$ cat config.mk
export PLATFORM = sky130hd
export DESIGN_NAME = tha_cordic
export DESIGN_NICKNAME = d
export VERILOG_FILES = /design/src/hdl/tha_pkg.sv /design/src/hdl/tha_cordic.sv
export SDC_FILE = /design/constraint.sdc
export NUM_CORES = 2
export LEC_CHECK = 0
export BUFFER_PORTS_ARGS = -buffer_cell sky130_fd_sc_hd__buf_2
export CAP_MARGIN = 20
export CORE_ASPECT_RATIO = 1.75
export CORE_UTILIZATION = 35
export DETAILED_ROUTE_END_ITERATION = 10
export GPL_ROUTABILITY_DRIVEN = 0
export GPL_TIMING_DRIVEN = 0
export HOLD_SLACK_MARGIN = 0.02
export PLACE_DENSITY = 0.56
export SYNTH_ARGS = -nofsm -noshare
export SYNTH_HDL_FRONTEND = slang
export SYNTH_SLANG_ARGS = --single-unit
$ cat constraint.sdc
create_clock -name clk -period 8.5 [get_ports clk]
set_input_delay 0.85 -clock clk [delete_from_list [all_inputs] [get_ports clk]]
set_output_delay 0.85 -clock clk [all_outputs]
set_load 0.05 [all_outputs]
$ cat src/hdl/tha_pkg.sv
// Package for the turret heading block: transaction types, register indexes,
// fixed-point widths, angle constants and the arctangent table.
// No dependencies; used by every module of the block.
package tha_pkg;

	localparam int TABLE_LEN  = 24;
	localparam int MAG_W      = 16;
	localparam int FRAC_SHIFT = 24;
	localparam int CW         = 44;
	localparam int ZW         = 28;
	localparam int HW         = 29;
	localparam int ADDR_W     = 4;

	localparam logic signed [HW-1:0] DEG90      = 29'sd94371840;
	localparam logic signed [HW-1:0] DEG180     = 29'sd188743680;
	localparam logic signed [HW-1:0] ROUND_HALF = 29'sd2048;
	localparam logic signed [ZW-1:0] DEG90_Z    = 28'sd94371840;

	localparam logic [1:0] REG_TURRET_X     = 2'd0;
	localparam logic [1:0] REG_TURRET_Y     = 2'd1;
	localparam logic [1:0] REG_ATTACK_RADIUS = 2'd2;

	typedef struct packed {
		logic signed [15:0] target_x;
		logic signed [15:0] target_y;
		logic               has_target;
	} tha_in_t;

	typedef struct packed {
		logic signed [16:0] heading;
		logic               heading_valid;
		logic               in_range;
	} tha_out_t;

	typedef enum logic [2:0] {
		QD_PP,
		QD_NN,
		QD_PN,
		QD_NP,
		QD_ZERO,
		QD_DOWN,
		QD_LEFT,
		QD_RIGHT
	} tha_quad_t;

	typedef struct packed {
		logic      has_target;
		logic      in_range;
		tha_quad_t quad;
	} tha_side_t;

	function automatic logic signed [ZW-1:0] atan_entry(input logic [4:0] idx);
		logic signed [ZW-1:0] val;
		case (idx)
			5'd0:    val = 28'sd47185920;
			5'd1:    val = 28'sd27855475;
			5'd2:    val = 28'sd14718068;
			5'd3:    val = 28'sd7471121;
			5'd4:    val = 28'sd3750058;
			5'd5:    val = 28'sd1876857;
			5'd6:    val = 28'sd938658;
			5'd7:    val = 28'sd469357;
			5'd8:    val = 28'sd234682;
			5'd9:    val = 28'sd117342;
			5'd10:   val = 28'sd58671;
			5'd11:   val = 28'sd29335;
			5'd12:   val = 28'sd14668;
			5'd13:   val = 28'sd7334;
			5'd14:   val = 28'sd3667;
			5'd15:   val = 28'sd1833;
			5'd16:   val = 28'sd917;
			5'd17:   val = 28'sd458;
			5'd18:   val = 28'sd229;
			5'd19:   val = 28'sd115;
			5'd20:   val = 28'sd57;
			5'd21:   val = 28'sd29;
			5'd22:   val = 28'sd14;
			5'd23:   val = 28'sd7;
			default: val = '0;
		endcase
		return val;
	endfunction

endpackage

$ cat src/hdl/tha_cordic.sv
// Pipelined CORDIC vectoring unit: one register stage per iteration, giving
// atan(p/q) in 2^-20 degree units with a sideband carried alongside.
// Depends on tha_pkg.
module tha_cordic #(
	parameter int ITERATIONS = 16
) (
	input  logic                           clk,
	input  logic                           arst_n,
	input  logic                           en,
	input  logic                           in_valid,
	input  tha_pkg::tha_side_t             in_side,
	input  logic [tha_pkg::MAG_W-1:0]      in_p,
	input  logic [tha_pkg::MAG_W-1:0]      in_q,
	output logic                           out_valid,
	output tha_pkg::tha_side_t             out_side,
	output logic signed [tha_pkg::ZW-1:0]  out_z
);

	localparam int PAD = tha_pkg::CW - tha_pkg::MAG_W - tha_pkg::FRAC_SHIFT;

	logic                               v_s    [ITERATIONS];
	logic signed [tha_pkg::CW-1:0]      cx_s   [ITERATIONS];
	logic signed [tha_pkg::CW-1:0]      cy_s   [ITERATIONS];
	logic signed [tha_pkg::ZW-1:0]      z_s    [ITERATIONS];
	tha_pkg::tha_side_t                 side_s [ITERATIONS];

	for (genvar k = 0; k < ITERATIONS; k++) begin : g_stage
		logic signed [tha_pkg::CW-1:0] cx_in;
		logic signed [tha_pkg::CW-1:0] cy_in;
		logic signed [tha_pkg::ZW-1:0] z_in;
		logic signed [tha_pkg::CW-1:0] sx;
		logic signed [tha_pkg::CW-1:0] sy;
		logic signed [tha_pkg::ZW-1:0] ang;
		tha_pkg::tha_side_t            side_in;
		logic                          v_in;

		if (k == 0) begin : g_first
			assign cx_in   = $signed({{PAD{1'b0}}, in_q, {tha_pkg::FRAC_SHIFT{1'b0}}});
			assign cy_in   = $signed({{PAD{1'b0}}, in_p, {tha_pkg::FRAC_SHIFT{1'b0}}});
			assign z_in    = '0;
			assign side_in = in_side;
			assign v_in    = in_valid;
		end else begin : g_next
			assign cx_in   = cx_s[k-1];
			assign cy_in   = cy_s[k-1];
			assign z_in    = z_s[k-1];
			assign side_in = side_s[k-1];
			assign v_in    = v_s[k-1];
		end

		assign sx  = cx_in >>> k;
		assign sy  = cy_in >>> k;
		assign ang = tha_pkg::atan_entry(5'(k));

		always_ff @(posedge clk or negedge arst_n) begin
			if (!arst_n) begin
				v_s[k] <= 1'b0;
			end else if (en) begin
				v_s[k] <= v_in;
			end
		end

		always_ff @(posedge clk) begin
			if (en) begin
				side_s[k] <= side_in;
				if (!cy_in[tha_pkg::CW-1]) begin
					cx_s[k] <= cx_in + sy;
					cy_s[k] <= cy_in - sx;
					z_s[k]  <= z_in + ang;
				end else begin
					cx_s[k] <= cx_in - sy;
					cy_s[k] <= cy_in + sx;
					z_s[k]  <= z_in - ang;
				end
			end
		end
	end

	assign out_valid = v_s[ITERATIONS-1];
	assign out_side  = side_s[ITERATIONS-1];
	assign out_z     = z_s[ITERATIONS-1];

endmodule

Word-level counts from Yosys, hierarchy flattened
Memories as Yosys holds them, arrays and structs flattened.
Cells that the tools add are included.
{"block": "word_totals", "n_memories": 4, "inputBits": 41, "ram_bits": 1936, "reg_bits": 16, "word_cells": 294, "out_inout_bits": 34}
{"block": "op_classes", "n_mux": 137, "bitwise": 45, "addsub": 92}
{"name": "cx_s", "depth": 16, "word_bits": 44, "read_ports": 15, "rd_ports_with_merged_regs": 0, "wr": 16, "line_no": "tha_cordic.sv:22", "source": "logic signed [tha_pkg::CW-1:0] cx_s [ITERATIONS];"}
{"name": "cy_s", "depth": 16, "word_bits": 44, "read_ports": 15, "rd_ports_with_merged_regs": 0, "wr": 16, "line_no": "tha_cordic.sv:23", "source": "logic signed [tha_pkg::CW-1:0] cy_s [ITERATIONS];"}
{"name": "z_s", "depth": 16, "word_bits": 28, "read_ports": 16, "rd_ports_with_merged_regs": 0, "wr": 16, "line_no": "tha_cordic.sv:24", "source": "logic signed [tha_pkg::ZW-1:0] z_s [ITERATIONS];"}
{"name": "side_s", "depth": 16, "word_bits": 5, "read_ports": 16, "rd_ports_with_merged_regs": 0, "wr": 16, "line_no": "tha_cordic.sv:25", "source": "tha_pkg::tha_side_t side_s [ITERATIONS];"}
{"cell": "44-bit two-way mux", "count": 30}
{"cell": "28-bit two-way mux", "count": 15}
{"cell": "1-bit two-way mux", "count": 92}
{"cell": "44-bit by 29-bit adder with 44-bit output", "count": 2}
{"cell": "44-bit by 30-bit adder with 44-bit output", "count": 2}
{"cell": "44-bit by 31-bit adder with 44-bit output", "count": 2}
{"cell": "44-bit by 32-bit adder with 44-bit output", "count": 2}
{"cell": "44-bit by 33-bit adder with 44-bit output", "count": 2}
{"cell": "44-bit by 34-bit adder with 44-bit output", "count": 2}
{"cell": "44-bit by 35-bit adder with 44-bit output", "count": 2}
{"cell": "44-bit by 36-bit adder with 44-bit output", "count": 2}
{"cell": "44-bit by 37-bit adder with 44-bit output", "count": 2}
{"cell": "44-bit by 38-bit adder with 44-bit output", "count": 2}
{"cell": "44-bit by 39-bit adder with 44-bit output", "count": 2}
{"cell": "44-bit by 40-bit adder with 44-bit output", "count": 2}
{"cell": "44-bit by 41-bit adder with 44-bit output", "count": 2}
{"cell": "44-bit by 42-bit adder with 44-bit output", "count": 2}
{"cell": "44-bit by 43-bit adder with 44-bit output", "count": 2}
{"cell": "44-bit by 29-bit subtractor with 44-bit output", "count": 2}
{"cell": "44-bit by 30-bit subtractor with 44-bit output", "count": 2}
{"cell": "44-bit by 31-bit subtractor with 44-bit output", "count": 2}
{"cell": "44-bit by 32-bit subtractor with 44-bit output", "count": 2}
{"cell": "44-bit by 33-bit subtractor with 44-bit output", "count": 2}
{"cell": "44-bit by 34-bit subtractor with 44-bit output", "count": 2}
{"cell": "42 further kinds", "count": 95}

Longest topological paths before layout
An unclocked memory read counts as a cell.
{"block": "logic_depth", "ltp_word": 5, "ltp_mapped": 24, "ltp_nobuf": 23}

Worst setup path after synthesis
Ideal clock, no wire load.
{"block": "synth_path", "path_type": "in2reg", "from": "input en", "to": "memory cy_s[1][218] (netlist name), data pin", "path_buffers": 4, "setup_slack_ns": 2.720, "t_arrival_ns": 5.517, "required_ns": 8.236, "setup_time_ns": 0.264, "path_stages": 21, "cell_sequence": "clkbuf_1 > clkbuf_1 > clkbuf_1 > nand2_1 > inv_1 > clkbuf_1 > nor2_1 > xor2_1 > ha_1 > a21oi_1 > o21ai_0 > a21o_1 > a31oi_1 > a211o_1 > a32oi_1 > a221oi_1 > o21a_1 > o31a_1 > o21ai_0 > a221oi_1 > xnor2_1"}
{"item": "start, declared", "line_no": "tha_cordic.sv:9", "source": "input logic en,"}
{"item": "end, declared", "line_no": "tha_cordic.sv:23"}

==> impl_metrics.toml <==
[status]
outcome = "finished, final reports clean"

[die]
rows = 285
die_w_um = 447
die_area_sq_um = 350000
num_io_pins = 75
core_area_sq_um = 345000
initial_utilization_pct = 35.2
die_h_um = 781

[sta]
hold-worst-slack_ns = 0.140
final-hold-violation-count = 0
fin_ws_ns = 0.170
maxSlewViolCount = 0
tns_ns = 0
setup-violations-final = 0
tightest_slew_ns = 1.20
rsz0062_at_grt = "no"
slew_headroom_pct = 19.5
max_freq_ghz = 0.120
timing.final.crit_share_pct = 98.0
finClkSkew_ns = 0.0614
min_period_ns = 8.33

[clock_tree]
numCtsBuffers = 166
clock-sinks = 1457
clock_latency_ns = 0.88
post-cts-setup-buffers = 0
cts-root-buf = "clkbuf_16"
htreeDepth = 4
cts_tree = "built"
clkTransAtPathRegs_ns = 0.06
cts.path.max_buffers = 4

[worst_setup_path]
criticalPathCategory = "primary input to flop"
path_delay_family = "compound AO/OA/AOI/OAI gates"
max_stage_delay_ns = 0.97
cp.buffers_inverters = 7
endpoint_kind = "flop"
cpMaxStageDelayCell = "a221oi_1"
cp_max_fo = 94
cp_common_cell = "clkbuf_2"
cp_cell_sequence = "buf_6 -> buf_16 -> clkbuf_2 -> clkbuf_2 -> buf_12 -> nand2_1 -> clkbuf_1 -> clkbuf_2 -> o21ai_1 -> fa_1 -> a21oi_1 -> o211ai_1 -> a31oi_1 -> o31a_1 -> o31ai_1 -> a221oi_1 -> a31oi_1 -> nor2_1 -> o21ai_0 -> a221o_1 -> a21oi_1 -> xnor2_1"
r2r-start = "cy_s[0][263]"
critPathLaunch = "en"
crit_path_start_kind = "primary input"
arrival_ns = 8.90
required_ns = 9.07

[yosys]
synth_area_leader_cell = "edfxtp_1"
ys_seq_elements = 1457
synth_top_area_share_pct = 35.6
syn_inst = 12600
syn_area_per_cell_sq_um = 9.64
synth-main-ff-cell = "edfxtp_1"
synth.distinct_cells = 87
synth.net_count = 14100
synth-seq-area-share_pct = 36.0
syn_area_sq_um = 121000
yosysWarningCount = 0
synth_area_leaders = "edfxtp_1 (36%), ha_1 (15%), xnor2_1 (8.8%)"
synth-edff-count = 1441
synth-async-reset-ratio_pct = 1.10

[job]
maxCapViolCount = 0

[global_route]
grt_pass1_vias = 95800
track_usage_pct = 19.5
grt_overflow = 0
grt_antenna_before_repair = 4
grt_max_degree = 95
grt_pass1_wl_mm = 526

[layout]
fill_cells = 34500
multiInputGateArea_sq_um = 75300
final_common_cell = "edfxtp_1"
nets = 14400
regArea_sq_um = 43700
final_util_pct = 38.8
drive_above_1_share_pct = 4.13
final_cell_mix = "edfxtp_1 (1441), ha_1 (1415), a21oi_1 (1228)"
syn_to_final_growth_pct = 10.1

[placed_design]
dp_slack_ns = -2.37
dpl.hpwl_mm = 289
port_buffers = 73

[detailed_routing]
drc_errors = 0
vias = 93200
wire_per_inst_um = 19.8
drt_iter0_markers = 3682
ant_nets = 0
routed_via_density = 5.30
drtPass1Iterations = 7
routed_wl_mm = 348

[worst_hold_path]
hold_class = "primary input to flop"
hp-start = "in_side[3]"
## per-layer routing
metal / vias up / wire (um) / GRT usage (%)
li1: 47100 / - / -
met1: 42700 / 98600 / 13.9
met2: 2051 / 198000 / 40.8
met3: 1347 / 9560 / 2.32
met4: 0 / 41700 / 20.1
met5: - / 0 / 0
## path summary, 6_finish.rpt
path / to / depth (start not counted) / slack (ns)
worst min register to register: side_s[0][20] / 0 / 0.41
worst max-delay path: cy_s[1][130] / 22 / 0.17
min in group asynchronous: g_stage[9].v_in / 2 / 0.45
worst max register to register: cx_s[0][307] / 19 / 0.97
worst min-delay path: side_s[0][3] / 1 / 0.14
max in group asynchronous: g_stage[6].v_in / 2 / 7.79
## metrics by stage
step                cells  instance area [sq um]
floorplan           12600                 121000
global placement    17300                 128000
detailed placement  17300                 128000
CTS                 17600                 134000
global route        17600                 134000
finish              17600                 134000
## cells by family after synthesis
logic type      count (synthesis)  synth area share (%)
compound gates               3689                  19.1
xor+xnor                     1895                  13.7
buf+inv                       673                  2.08
simple gates                 3372                  13.5
mux                            65                 0.574
other cells                     1               0.00309
fa+ha+maj                    1448                  15.1
flops                        1457                  36.0
## state kept, by name, summed over array words and instances (netlist names)
| signal | flops |
|---|---|
| cy_s | 495 |
| g_stage.v_in | 15 |
| side_s | 80 |
| cx_s | 487 |
| out_valid | 1 |
| z_s | 379 |
## cell type report
cell class | count | share of cell area, %
Multi-Input combinational cell | 10500 | 56.3
Sequential cell | 1457 | 32.7
Tap cell | 4592 | 4.30
Clock buffer | 200 | 3.31
Inverter | 469 | 1.32
Timing Repair Buffer | 113 | 0.796
Clock inverter | 88 | 0.667
Buffer | 203 | 0.632
Antenna cell | 3 | 0.00562
## Yosys cell counts, drive strengths merged, types with 77 or more instances
cell / count
o21bai: 149
nor3: 282
o21ai: 731
nand2: 786
o31ai: 155
clkbuf: 183
a21o: 622
o21a: 168
nand4: 115
xor2: 669
inv: 463
a21oi: 1228
nand3: 209
or3: 104
a31oi: 96
edfxtp: 1441
ha: 1415
nor4: 99
xnor2: 1226
a211oi: 77
nor2b: 199
nand2b: 236
nor2: 973
and3: 100
## what timing repair did
| item | in CTS | in global routing |
|---|---|---|
| hold endpoints to repair | 16 | 0 |
| gates resized for setup | 3 | 1 |
| hold buffers | 1 | 0 |
| endpoints found under the setup margin | 95 | 2 |
Power is not shown: default switching activity piles up to over one toggle a cycle in this logic, so the estimate is an artifact.
